File: src/design/setr_pkg.sv
// Package for the sequenced event credit tracker.
// Holds word structs, status codes, register indexes and the cell state type.
`default_nettype none
package setr_pkg;

  typedef enum logic [3:0] {
    ST_SELF        = 4'd0,
    ST_FILTERED    = 4'd1,
    ST_KEEPALIVE   = 4'd2,
    ST_CREDITED    = 4'd3,
    ST_DUP         = 4'd4,
    ST_GAPFILL     = 4'd5,
    ST_DRAIN       = 4'd6,
    ST_DRAINREJECT = 4'd7,
    ST_BIGGAP      = 4'd8,
    ST_RESET       = 4'd9,
    ST_REORDER     = 4'd10
  } status_t;

  typedef enum logic [1:0] {
    REG_ACCEPT_MODE  = 2'd0,
    REG_PINNED_ID    = 2'd1,
    REG_PINNED_VALID = 2'd2,
    REG_OWN_ID       = 2'd3
  } reg_index_t;

  typedef enum logic [1:0] {
    PH_IDLE   = 2'd0,
    PH_SEARCH = 2'd1,
    PH_UPDATE = 2'd2,
    PH_OUT    = 2'd3
  } phase_t;

  typedef struct packed {
    logic [47:0] source_id;
    logic        mode;
    logic [31:0] seq_counter;
    logic [31:0] sender_time_ms;
    logic [31:0] now_ms;
  } in_word_t;

  typedef struct packed {
    logic [3:0]  status;
    logic [2:0]  slot_index;
    logic [10:0] credit;
    logic [10:0] gap_fill;
    logic [15:0] drain_gap;
    logic [15:0] drain_dt_ms;
    logic [25:0] span_us;
    logic [31:0] total_count;
    logic [31:0] resync_total;
  } out_word_t;

  // one table entry
  typedef struct packed {
    logic        used;
    logic [47:0] sender;
    logic [31:0] seen;
    logic        has_clicks;
    logic [31:0] last_seq;
    logic [31:0] last_time;
  } slot_t;

  // search token passed along the chain
  typedef struct packed {
    logic        hit;
    logic        free;
    logic [31:0] oldest;
  } scan_t;

  // command broadcast to every cell
  typedef struct packed {
    logic        wr;
    logic        claim;
    logic        adv;
    logic        set_clicks;
    logic [47:0] sender;
    logic [31:0] seen;
    logic [31:0] seq;
    logic [31:0] ts;
  } cell_cmd_t;

endpackage
`default_nettype wire

File: src/design/setr_cell.sv
// One sender table slot and its link in the search chain.
// Depends on setr_pkg.
`default_nettype none
module setr_cell
  import setr_pkg::*;
(
  input  wire logic      clk,
  input  wire logic      rst,
  input  wire logic [47:0] id,
  input  wire scan_t     scan_in,
  output scan_t          scan_out,
  output logic           match,
  output logic           free_pick,
  output logic           old_pick,
  input  wire logic      sel,
  input  wire cell_cmd_t cmd,
  output slot_t          slot
);

  always_comb begin
    match     = slot.used && slot.sender == id;
    free_pick = !slot.used && !scan_in.free;
    old_pick  = slot.used && slot.seen < scan_in.oldest;
    scan_out.hit    = scan_in.hit | match;
    scan_out.free   = scan_in.free | !slot.used;
    scan_out.oldest = old_pick ? slot.seen : scan_in.oldest;
  end

  always_ff @(posedge clk) begin
    if (rst) begin
      slot.used       <= 1'b0;
      slot.has_clicks <= 1'b0;
    end else if (sel && cmd.wr) begin
      slot.used   <= 1'b1;
      slot.sender <= cmd.sender;
      slot.seen   <= cmd.seen;
      if (cmd.claim) begin
        slot.has_clicks <= cmd.set_clicks;
        slot.last_seq   <= cmd.adv ? cmd.seq : 32'd0;
        slot.last_time  <= cmd.adv ? cmd.ts : 32'd0;
      end else begin
        if (cmd.set_clicks) slot.has_clicks <= 1'b1;
        if (cmd.adv) begin
          slot.last_seq  <= cmd.seq;
          slot.last_time <= cmd.ts;
        end
      end
    end
  end

endmodule
`default_nettype wire

File: src/design/sequenced_event_credit_tracker_core.sv
// Sequenced event credit tracker: chain of slot cells plus classifier.
// out_valid rises once the word has passed the search and update phases (search only
// for self and filtered words) and holds until out_ready.
// One word at a time: idle, search, update, output (no update for self and filtered
// words); a new word is accepted only in idle, and the output can stall.
// Synchronous reset clears slot valid bits, latch, totals and registers.
`default_nettype none
module sequenced_event_credit_tracker_core
  import setr_pkg::*;
#(
  parameter int SLOTS = 8
) (
  input  wire logic      clk,
  input  wire logic      rst,
  input  wire logic      in_valid,
  output logic           in_ready,
  input  wire in_word_t  in_data,
  output logic           out_valid,
  input  wire logic      out_ready,
  output out_word_t      out_data,
  input  wire logic      cfg_we,
  input  wire logic [1:0] cfg_index,
  input  wire logic [47:0] cfg_data
);

  localparam int SW = (SLOTS > 1) ? $clog2(SLOTS) : 1;

  logic        accept_mode, pinned_valid, latched_valid;
  logic [47:0] pinned_id, own_id, latched_sender;
  logic [31:0] click_total, resync_events;
  phase_t      phase, phase_next;
  in_word_t    item;
  logic        live;
  logic [SW-1:0] pick;
  logic          pick_hit;
  slot_t         cur;
  out_word_t     out_data_next;

  scan_t     chain [SLOTS+1];
  logic [SLOTS-1:0] match, free_pick, old_pick, sel;
  slot_t     slots [SLOTS];
  cell_cmd_t cmd;

  assign chain[0] = '{hit: 1'b0, free: 1'b0, oldest: slots[0].seen};

  for (genvar g = 0; g < SLOTS; g++) begin : g_cell
    setr_cell u_cell (
      .clk, .rst, .id(item.source_id), .scan_in(chain[g]), .scan_out(chain[g+1]),
      .match(match[g]), .free_pick(free_pick[g]), .old_pick(old_pick[g]),
      .sel(sel[g]), .cmd, .slot(slots[g])
    );
  end

  // choose slot: hit, else first free, else last strictly-older (first min)
  logic [SW-1:0] pick_c;
  always_comb begin
    pick_c = '0;
    for (int i = 0; i < SLOTS; i++) begin
      if (chain[SLOTS].hit) begin
        if (match[i]) pick_c = SW'(i);
      end else if (chain[SLOTS].free) begin
        if (free_pick[i]) pick_c = SW'(i);
      end else if (old_pick[i]) begin
        pick_c = SW'(i);
      end
    end
  end

  assign cur = slots[pick];

  // classification
  logic [31:0] dt, gap, back;
  logic [3:0]  st;
  logic [10:0] credit;
  logic        adv, resync;
  logic [25:0] span;
  always_comb begin
    dt     = item.sender_time_ms - cur.last_time;
    gap    = item.seq_counter - cur.last_seq - 32'd1;
    back   = cur.last_seq - item.seq_counter;
    st     = ST_CREDITED;
    credit = 11'd1;
    adv    = 1'b1;
    resync = 1'b0;
    if (!pick_hit) begin
      st = ST_CREDITED;
    end else if (!cur.has_clicks) begin
      st = ST_CREDITED;
    end else if (item.seq_counter == cur.last_seq) begin
      st = ST_DUP; credit = 11'd0;
    end else if (item.seq_counter > cur.last_seq) begin
      if (gap == 32'd0) st = ST_CREDITED;
      else if (gap <= 32'd1024) begin
        st = ST_GAPFILL; credit = 11'(gap) + 11'd1;
      end else if (gap <= 32'd65535) begin
        if (dt > 32'd100 && dt < 32'd60000) st = ST_DRAIN;
        else begin st = ST_DRAINREJECT; resync = 1'b1; end
      end else begin
        st = ST_BIGGAP; resync = 1'b1;
      end
    end else if (back > 32'd1024 || (dt >= 32'h8000_0000 && dt < 32'hFFFF_15A0)) begin
      st = ST_RESET; resync = 1'b1;
    end else begin
      st = ST_REORDER; credit = 11'd0; adv = 1'b0;
    end
    span = '0;
    if (credit > 11'd1)
      span = (dt != 32'd0 && dt < 32'd60000) ? 26'(dt * 32'd1000) : 26'd1000000;
  end

  // accept filter
  logic self_c, pass_c;
  always_comb begin
    self_c = in_data.source_id == own_id;
    if (accept_mode) pass_c = 1'b1;
    else if (pinned_valid) pass_c = pinned_id == in_data.source_id;
    else pass_c = !latched_valid || latched_sender == in_data.source_id;
  end

  logic [3:0] in_status;
  always_comb begin
    phase_next = phase;
    in_ready   = (phase == PH_IDLE);
    unique case (phase)
      PH_IDLE:   if (in_valid) phase_next = PH_SEARCH;
      PH_SEARCH: phase_next = live ? PH_UPDATE : PH_OUT;
      PH_UPDATE: phase_next = PH_OUT;
      PH_OUT:    if (out_ready) phase_next = PH_IDLE;
      default:   phase_next = PH_IDLE;
    endcase
    for (int i = 0; i < SLOTS; i++) sel[i] = (pick == SW'(i));
    cmd.wr         = (phase == PH_SEARCH && live) || (phase == PH_UPDATE && item.mode);
    cmd.claim      = (phase == PH_SEARCH) && !chain[SLOTS].hit;
    cmd.adv        = 1'b0;
    cmd.set_clicks = 1'b0;
    cmd.sender     = item.source_id;
    cmd.seen       = item.now_ms;
    cmd.seq        = item.seq_counter;
    cmd.ts         = item.sender_time_ms;
    if (phase == PH_SEARCH) begin
      for (int i = 0; i < SLOTS; i++) sel[i] = (pick_c == SW'(i));
    end else if (phase == PH_UPDATE) begin
      cmd.adv        = adv;
      cmd.set_clicks = credit != 11'd0;
    end
  end

  always_comb begin
    out_data_next = out_data;
    if (phase == PH_SEARCH) begin
      out_data_next = '0;
      out_data_next.total_count  = click_total;
      out_data_next.resync_total = resync_events;
      if (!live) out_data_next.status = in_status;
      else begin
        out_data_next.status     = ST_KEEPALIVE;
        out_data_next.slot_index = 3'(pick_c);
      end
    end else if (phase == PH_UPDATE && item.mode) begin
      out_data_next.status       = st;
      out_data_next.credit       = credit;
      out_data_next.gap_fill     = (st == ST_GAPFILL) ? 11'(gap) : 11'd0;
      out_data_next.drain_gap    = (st == ST_DRAIN) ? 16'(gap) : 16'd0;
      out_data_next.drain_dt_ms  = (st == ST_DRAIN) ? 16'(dt) : 16'd0;
      out_data_next.span_us      = span;
      out_data_next.total_count  = click_total + 32'(credit);
      out_data_next.resync_total = resync_events + 32'(resync);
    end
  end

  always_ff @(posedge clk) begin
    if (rst) phase <= PH_IDLE;
    else phase <= phase_next;
  end

  always_ff @(posedge clk) begin
    if (rst) begin
      accept_mode <= 1'b0; pinned_valid <= 1'b0; latched_valid <= 1'b0;
      pinned_id <= '0; own_id <= '0; latched_sender <= '0;
      click_total <= '0; resync_events <= '0; live <= 1'b0;
      in_status <= ST_SELF; pick <= '0; pick_hit <= 1'b0;
      out_data <= '0;
    end else begin
      if (cfg_we) begin
        unique case (cfg_index)
          REG_ACCEPT_MODE: begin
            if (cfg_data[0] != accept_mode) latched_valid <= 1'b0;
            accept_mode <= cfg_data[0];
          end
          REG_PINNED_ID:    pinned_id <= cfg_data;
          REG_PINNED_VALID: pinned_valid <= cfg_data[0];
          REG_OWN_ID:       own_id <= cfg_data;
          default: ;
        endcase
      end
      if (phase == PH_IDLE && in_valid) begin
        item <= in_data;
        live <= !self_c && pass_c;
        in_status <= self_c ? ST_SELF : ST_FILTERED;
        if (!self_c && !accept_mode && !pinned_valid && !latched_valid) begin
          latched_valid  <= 1'b1;
          latched_sender <= in_data.source_id;
        end
      end
      if (phase == PH_SEARCH) begin
        pick     <= pick_c;
        pick_hit <= chain[SLOTS].hit;
      end
      out_data <= out_data_next;
      if (phase == PH_UPDATE && item.mode) begin
        click_total   <= click_total + 32'(credit);
        resync_events <= resync_events + 32'(resync);
      end
    end
  end

  assign out_valid = (phase == PH_OUT);

  a_one_pick: assert property (@(posedge clk) disable iff (rst)
    phase == PH_SEARCH |-> $countones(match) <= 1) else $error("duplicate sender slots");
  a_out_after: assert property (@(posedge clk) disable iff (rst)
    out_valid && !out_ready |=> out_valid && $stable(out_data)) else $error("output dropped");
  a_ready_idle: assert property (@(posedge clk) disable iff (rst)
    in_ready |-> !out_valid) else $error("overlap");

endmodule
`default_nettype wire

File: config.mk
export PLATFORM = sky130hd
export DESIGN_NAME = sequenced_event_credit_tracker_core
export DESIGN_NICKNAME = d
export VERILOG_FILES = /design/src/design/setr_pkg.sv /design/src/design/setr_cell.sv /design/src/design/sequenced_event_credit_tracker_core.sv
export SDC_FILE = /design/constraint.sdc
export NUM_CORES = 2
export LEC_CHECK = 0
export BUFFER_PORTS_ARGS = -buffer_cell sky130_fd_sc_hd__buf_4
export CORE_MARGIN = 5
export CORE_UTILIZATION = 65
export DETAILED_ROUTE_END_ITERATION = 7
export GPL_ROUTABILITY_DRIVEN = 1
export MAX_ROUTING_LAYER = met4
export PLACE_DENSITY = 0.83
export SYNTH_ARGS = -nofsm -noshare
export SYNTH_HDL_FRONTEND = slang
export SYNTH_SLANG_ARGS = --single-unit
File: constraint.sdc
create_clock -name clk -period 38.4 [get_ports clk]
set_clock_uncertainty 0.05 [all_clocks]
set_input_delay 1.92 -clock clk [delete_from_list [all_inputs] [get_ports clk]]
set_output_delay 1.92 -clock clk [all_outputs]
set_load 0.02 [all_outputs]
# After elaboration in Yosys (flattened, before gate mapping)
# Index checks and enable logic that the tools add are counted.
[word_totals]
output_inout_bits = 153
latchBits = 0
rom_bits = 0
wordCells = 362
input_bits = 200
n_memories = 0
ram_bits = 0
regBits = 1686
[op_classes]
div_mod_pow = 0
reduce_logical = 105
bitwise_logic = 16
multipliers = 1
shift = 0
n_eq_ne = 37
n_mux = 104
magnitude_cmp = 17
addsub = 7
[ops]
columns = ["cell", "count"]
rows = [
  ["equality test 48 bit", 11],
  ["binary-select mux 146 bit (select 3 bit)", 1],
  ["2-to-1 mux 32 bit", 8],
  ["< comparator 32 bit", 7],
  ["2-to-1 mux 65 bit", 3],
  ["2-to-1 mux 64 bit", 3],
  ["2-to-1 mux 3 bit", 33],
  ["subtractor 32 bit", 3],
  ["2-to-1 mux 11 bit", 7],
  ["2-to-1 mux 26 bit", 2],
  ["AND reduction 2 bit", 23],
  ["logical AND 1 bit", 41],
  ["2-to-1 mux 4 bit", 10],
  ["adder 32 x 1 -> 32 bit", 1],
  ["adder 32 x 11 -> 32 bit", 1],
  ["equality test 32 bit", 1],
  [">= comparator 32 bit (second input constant)", 1],
  ["> comparator 32 x 11 -> 1 bit (second input constant)", 1],
  ["> comparator 32 bit", 1],
  ["> comparator 32 x 7 -> 1 bit (second input constant)", 1],
  ["<= comparator 32 x 11 -> 1 bit (second input constant)", 1],
  ["<= comparator 32 x 16 -> 1 bit (second input constant)", 1],
  ["zero test 32 bit", 1],
  ["< comparator 32 x 16 -> 1 bit (second input constant)", 1],
  ["other kinds (32)", 124],
]

# Logic depth before layout (Yosys ltp)
[depth]
ltp_word = 32
ltp_mapped = 116
depth_no_buf = 104

# By module
# A second synthesis with hierarchy kept.
[hier_totals]
hier_cells = 7274
area_unflattened_um2 = 87477.6
[by_module_without_submodules]
columns = ["module", "seq_area_each_um2", "n_inst", "cells_per_inst", "area_each_um2"]
rows = [
  ["setr_cell (g_cell[1].u_cell ...)", 4364.2, 7, 450, 6706.4],
  ["sequenced_event_credit_tracker_core", 11701.2, 1, 3681, 33842.5],
  ["setr_cell (g_cell[0].u_cell)", 4364.2, 1, 443, 6690.2],
]

# Worst setup path before layout
# OpenSTA, ideal clock, no wires.
[synth_timing]
path_type = "reg2reg"
from = "register g_cell[0].u_cell.slot[67] in the netlist's numbering"
to = "register g_cell[7].u_cell.slot[0] in the netlist's numbering, enable pin"
required_time_ps = 37772
setup_slack_ps = 14482
arrival_time_ps = 23290
path_stages_with_launch = 112
path_cell_list = "edfxtp_1 -> inv_1 -> ha_1 -> a211o_1 -> a31oi_1 -> o221ai_1 -> a211o_2 -> a31oi_4 -> buf_4 -> clkbuf_1 -> clkbuf_1 -> a21oi_1 -> ha_1 -> a21o_1 -> a21o_1 -> a211oi_1 -> nor3_1 -> a211oi_1 -> (+76 left out) -> a21oi_1 -> nor2b_1 -> o21ai_0 -> nand2b_1 -> a21oi_1 -> nor2b_1 -> o21ai_0 -> nand2_1 -> a21oi_1 -> nor2b_1 -> o31ai_1 -> and3b_1 -> o31ai_1 -> a21bo_2 -> nor3b_1 -> o21bai_1 -> nand2b_1 -> nor3b_1"
[synth_between]
elab_chain_len = 27
elab_cells_between_ends = 57
[synth_lines]
columns = ["element", "line_no", "text"]
rows = [
  ["start, declared", "setr_cell.sv:17", "output slot_t slot"],
  ["< comparator 32 bit", "setr_cell.sv:23", "old_pick = slot.used && slot.seen < scan_in.oldest;"],
  ["logical AND 1 bit", "setr_cell.sv:23", ""],
  ["2-to-1 mux 32 bit or 2-to-1 mux 1 bit (tied branches)", "setr_cell.sv:26, sequenced_event_credit_tracker_core.sv:63", ""],
  ["< comparator 32 bit or 2-to-1 mux 3 bit (tied branches)", "setr_cell.sv:23, sequenced_event_credit_tracker_core.sv:61", ""],
  ["logical AND 1 bit or 2-to-1 mux 3 bit (tied branches)", "setr_cell.sv:23, sequenced_event_credit_tracker_core.sv:59", ""],
  ["2-to-1 mux 32 bit, or another cell as far along", "setr_cell.sv:26", "scan_out.oldest = old_pick ? slot.seen : scan_in.oldest;"],
  ["< comparator 32 bit or 2-to-1 mux 3 bit (tied branches)", "setr_cell.sv:23, sequenced_event_credit_tracker_core.sv:61", ""],
  ["logical AND 1 bit or 2-to-1 mux 3 bit (tied branches)", "setr_cell.sv:23, sequenced_event_credit_tracker_core.sv:59", ""],
  ["(+11 left out)", "-", ""],
  ["logical AND 1 bit or 2-to-1 mux 3 bit (tied branches)", "setr_cell.sv:23, sequenced_event_credit_tracker_core.sv:59", ""],
  ["2-to-1 mux 3 bit (on tied branches)", "sequenced_event_credit_tracker_core.sv:63, sequenced_event_credit_tracker_core.sv:62", ""],
  ["2-to-1 mux 3 bit", "sequenced_event_credit_tracker_core.sv:61", "end else if (chain[SLOTS].free) begin"],
  ["2-to-1 mux 3 bit (*)", "sequenced_event_credit_tracker_core.sv:59", "if (chain[SLOTS].hit) begin"],
  ["equality test 3 bit (*)", "sequenced_event_credit_tracker_core.sv:141", "for (int i = 0; i < SLOTS; i++) sel[i] = (pick_c == SW'(i));"],
  ["2-to-1 mux 8 bit (*)", "sequenced_event_credit_tracker_core.sv:140", "if (phase == PH_SEARCH) begin"],
  ["logical AND 1 bit (*)", "setr_cell.sv:33", "end else if (sel && cmd.wr) begin"],
  ["AND reduction 3 bit (no line) (*)", "-", ""],
  ["end, declared", "setr_cell.sv:17", ""],
]
# Every way passes the cells marked *; elsewhere a longest branch is shown, timed or not.
# A chain may end at the register's enable or synchronous reset.

# Final worst setup path
[layout_timing]
from = "register g_cell[0].u_cell.slot[67] in the netlist's numbering"
to = "register g_cell[6].u_cell.slot[139] in the netlist's numbering, enable pin"
[layout_between]
elab_chain_len = 27
elab_cells_between_ends = 57
[layout_lines]
columns = ["element", "line_no"]
rows = [
  ["< comparator 32 bit", "setr_cell.sv:23"],
  ["logical AND 1 bit", "setr_cell.sv:23"],
  ["2-to-1 mux 32 bit or 2-to-1 mux 1 bit (tied branches)", "setr_cell.sv:26, sequenced_event_credit_tracker_core.sv:63"],
  ["< comparator 32 bit or 2-to-1 mux 3 bit (tied branches)", "setr_cell.sv:23, sequenced_event_credit_tracker_core.sv:61"],
  ["logical AND 1 bit or 2-to-1 mux 3 bit (tied branches)", "setr_cell.sv:23, sequenced_event_credit_tracker_core.sv:59"],
  ["2-to-1 mux 32 bit, or another cell as far along", "setr_cell.sv:26"],
  ["< comparator 32 bit or 2-to-1 mux 3 bit (tied branches)", "setr_cell.sv:23, sequenced_event_credit_tracker_core.sv:61"],
  ["logical AND 1 bit or 2-to-1 mux 3 bit (tied branches)", "setr_cell.sv:23, sequenced_event_credit_tracker_core.sv:59"],
  ["(+11 left out)", "-"],
  ["logical AND 1 bit or 2-to-1 mux 3 bit (tied branches)", "setr_cell.sv:23, sequenced_event_credit_tracker_core.sv:59"],
  ["2-to-1 mux 3 bit (on tied branches)", "sequenced_event_credit_tracker_core.sv:63, sequenced_event_credit_tracker_core.sv:62"],
  ["2-to-1 mux 3 bit", "sequenced_event_credit_tracker_core.sv:61"],
  ["2-to-1 mux 3 bit (*)", "sequenced_event_credit_tracker_core.sv:59"],
  ["equality test 3 bit (*)", "sequenced_event_credit_tracker_core.sv:141"],
  ["2-to-1 mux 8 bit (*)", "sequenced_event_credit_tracker_core.sv:140"],
  ["logical AND 1 bit (*)", "setr_cell.sv:33"],
  ["AND reduction 2 bit (no line) (*)", "-"],
  ["end, declared", "setr_cell.sv:17"],
]
# Marked as above.

==> impl_metrics.json <==
{
  "core_area_um2": 126000,
  "routed_via_density": 6.50,
  "ctsResizeCount": 0,
  "vias": 59200,
  "synth_compound_area_share_pct": 9.42,
  "cp-end-kind": "flop",
  "rsz0062_at_grt": "no",
  "synth_cell_types": 103,
  "holdWs_ns": 0.403,
  "synth_edf_count": 1297,
  "netlist_area_um2": 82600,
  "synth_xor_area_share_pct": 6.23,
  "clock_tree.buffer_depth": 3,
  "wl_mm": 238,
  "fin_crit_sh_pct": 61.0,
  "critPathKind": "reg -> reg",
  "place_hpwl_mm": 160,
  "async_flop_share_pct": 0,
  "numCtsBuffers": 167,
  "max_freq_ghz": 0.0427,
  "io_buffers": 349,
  "area_growth_pct": 12.5,
  "start_kind": "flop",
  "worstPathArrival_ns": 23.80,
  "drtIter0Drc": 7894,
  "yosys.area_share.simple_pct": 11.7,
  "cts_tree": "built",
  "num-nets-final": 7977,
  "cts_setup_buffers": 0,
  "die_y_um": 366,
  "dr.pass1.iters": 8,
  "tns_ns": 0,
  "cp_max_fo": 65,
  "worst_slew_pin_slew_ns": 1.30,
  "grt_overflow": 0,
  "clock-sinks": 1680,
  "crit_required_ns": 38.78,
  "hold_viol_final": 0,
  "maxCapViolations": 0,
  "syn_inst": 6989,
  "ioPinCount": 353,
  "wl_per_cell_um": 26.1,
  "n_fill_cell": 8107,
  "crit_path_max_incr_delay_ns": 0.87,
  "initial_core_util_pct": 65.6,
  "synth_top_family_by_area": "simple AND/OR/NAND/NOR gates",
  "fin_crit_ns": 23.42,
  "synthAdderAreaFrac_pct": 7.62,
  "min-delay-path-class": "reg -> reg",
  "yosysWarnings": 0,
  "routabilityCongestion": 0.999,
  "synthFlopType": "edfxtp_1",
  "synth_seq_cells": 1680,
  "grt_pass1_vias": 58500,
  "mostFrequentLayoutCells": "1,297 x edfxtp_1, 658 x nand2_1, 494 x nor2_1",
  "grt_pass1_wl_mm": 355,
  "grt_max_degree": 212,
  "dieArea_um2": 134000,
  "synth_area_per_cell_um2": 11.8,
  "grt_usage_pct": 35.7,
  "synth_mux_area_share_pct": 5.34,
  "layout_commonest_cell": "edfxtp_1",
  "htree_levels": 4,
  "crit_top_cell": "a21o_1",
  "ys_seq_area_share_pct": 56.5,
  "clk_latency_ns": 0.80,
  "setup_viol": 0,
  "postCtsHoldBufs": 0,
  "drv_slew": 0,
  "cts-root-buf": "clkbuf_16",
  "critical_path.slowest_cell": "nor2_4",
  "clk_pin_slew_ns": 0.06,
  "maxSlewHeadroom_pct": 13.0,
  "grt_antenna_before_repair": 12,
  "outcome": "finished, final reports clean",
  "die_x_um": 366,
  "antenna_left": 0,
  "drive_gt1_share_pct": 12.5,
  "num_rows": 130,
  "drc_errors": 0
}
## per-layer routing
layer	part of all wire [%]	global-route usage [%]
met2	47	55.9
met1	36	45.3
met4	5.2	15.7
met3	12	8.20
met5	0	-
## metrics by stage
stage          worst slack, ns  std cells  util [%]  instance area (um2)
2_1_floorplan            14.48       6991         -                82600
3_3_place_gp             16.25       8800      69.2                87100
3_5_place_dp             15.50       8800      69.2                87100
4_1_cts                  15.33       9110      73.8                92900
5_1_grt                  13.07       9118      73.8                92900
6_report                 14.98       9118      73.8                92900
## area by class of cell
cell class	count	area [um2]	share of cell area (%)
Clock buffer	229	4760	5.12
Inverter	412	1550	1.67
Antenna cell	8	20.0	0.0215
Sequential cell	1680	46600	50.2
Multi-Input combinational cell	4610	33500	36.0
Tap cell	1650	2060	2.22
Clock inverter	81	1050	1.13
Timing Repair Buffer	448	3380	3.64
## logic make-up (layout without fill, tap and decap cells)
family / after synthesis / in the layout
XOR/XNOR: 587 / 587
multiplexers: 277 / 277
flip-flops: 1680 / 1680
buffers and inverters: 701 / 1170
adder cells (fa/ha/maj): 461 / 461
other: 1 / 11
AO/OA/AOI/OAI: 1281 / 1281
AND/OR/NAND/NOR: 2001 / 2001
## registers in the layout, summed over array words and instances, names as in the netlist
name	cells
live	1
in_status	1
pick	3
latched_sender	48
g_cell.u_cell.slot	1168
pick_hit	1
pinned_valid	1
cmd	144
resync_events	32
own_id	48
item	1
phase	2
latched_valid	1
pinned_id	48
accept_mode	1
out_data	148
click_total	32
## Yosys cell counts (111+ instances only)
library cell	n	area share, %
edfxtp_1	1297	47
nand2_1	660	3.0
nor2_1	507	2.3
a21oi_1	481	2.9
inv_1	411	1.9
ha_1	388	5.9
dfxtp_1	383	9.3
o21ai_0	322	2.0
xor2_1	310	3.3
xnor2_1	277	2.9
clkbuf_1	233	1.1
nand4_1	142	1.1
mux2i_1	138	1.7
mux4_2	130	3.5
nor4_1	111	0.84
## worst max-delay path, delay by kind of cell (launching register included)
family                     cells  cell delay, ns
and+or+nand+nor               23            4.11
adders and majority gates      7            2.00
muxes                          1            0.29
buffers and inverters         10            3.51
DFF                            1            0.40
AOI/OAI and AO/OA             63           12.55
## worst paths after layout
kind | from | to | slack [ns] | cells past startpoint
max | g_cell[0].u_cell.slot[67]$_DFFE_PP_ | g_cell[6].u_cell.slot[139]$_DFFE_PP_ | 14.98 | 104
min | out_data[67]$_SDFFE_PP0P_ | out_data[67]$_SDFFE_PP0P_ | 0.40 | 2
max reg2reg | g_cell[0].u_cell.slot[67]$_DFFE_PP_ | g_cell[6].u_cell.slot[139]$_DFFE_PP_ | 14.98 | 104
min reg2reg | out_data[67]$_SDFFE_PP0P_ | out_data[67]$_SDFFE_PP0P_ | 0.40 | 2
Power is not shown: default switching activity piles up to over one toggle a cycle in this logic, so the estimate is an artifact.
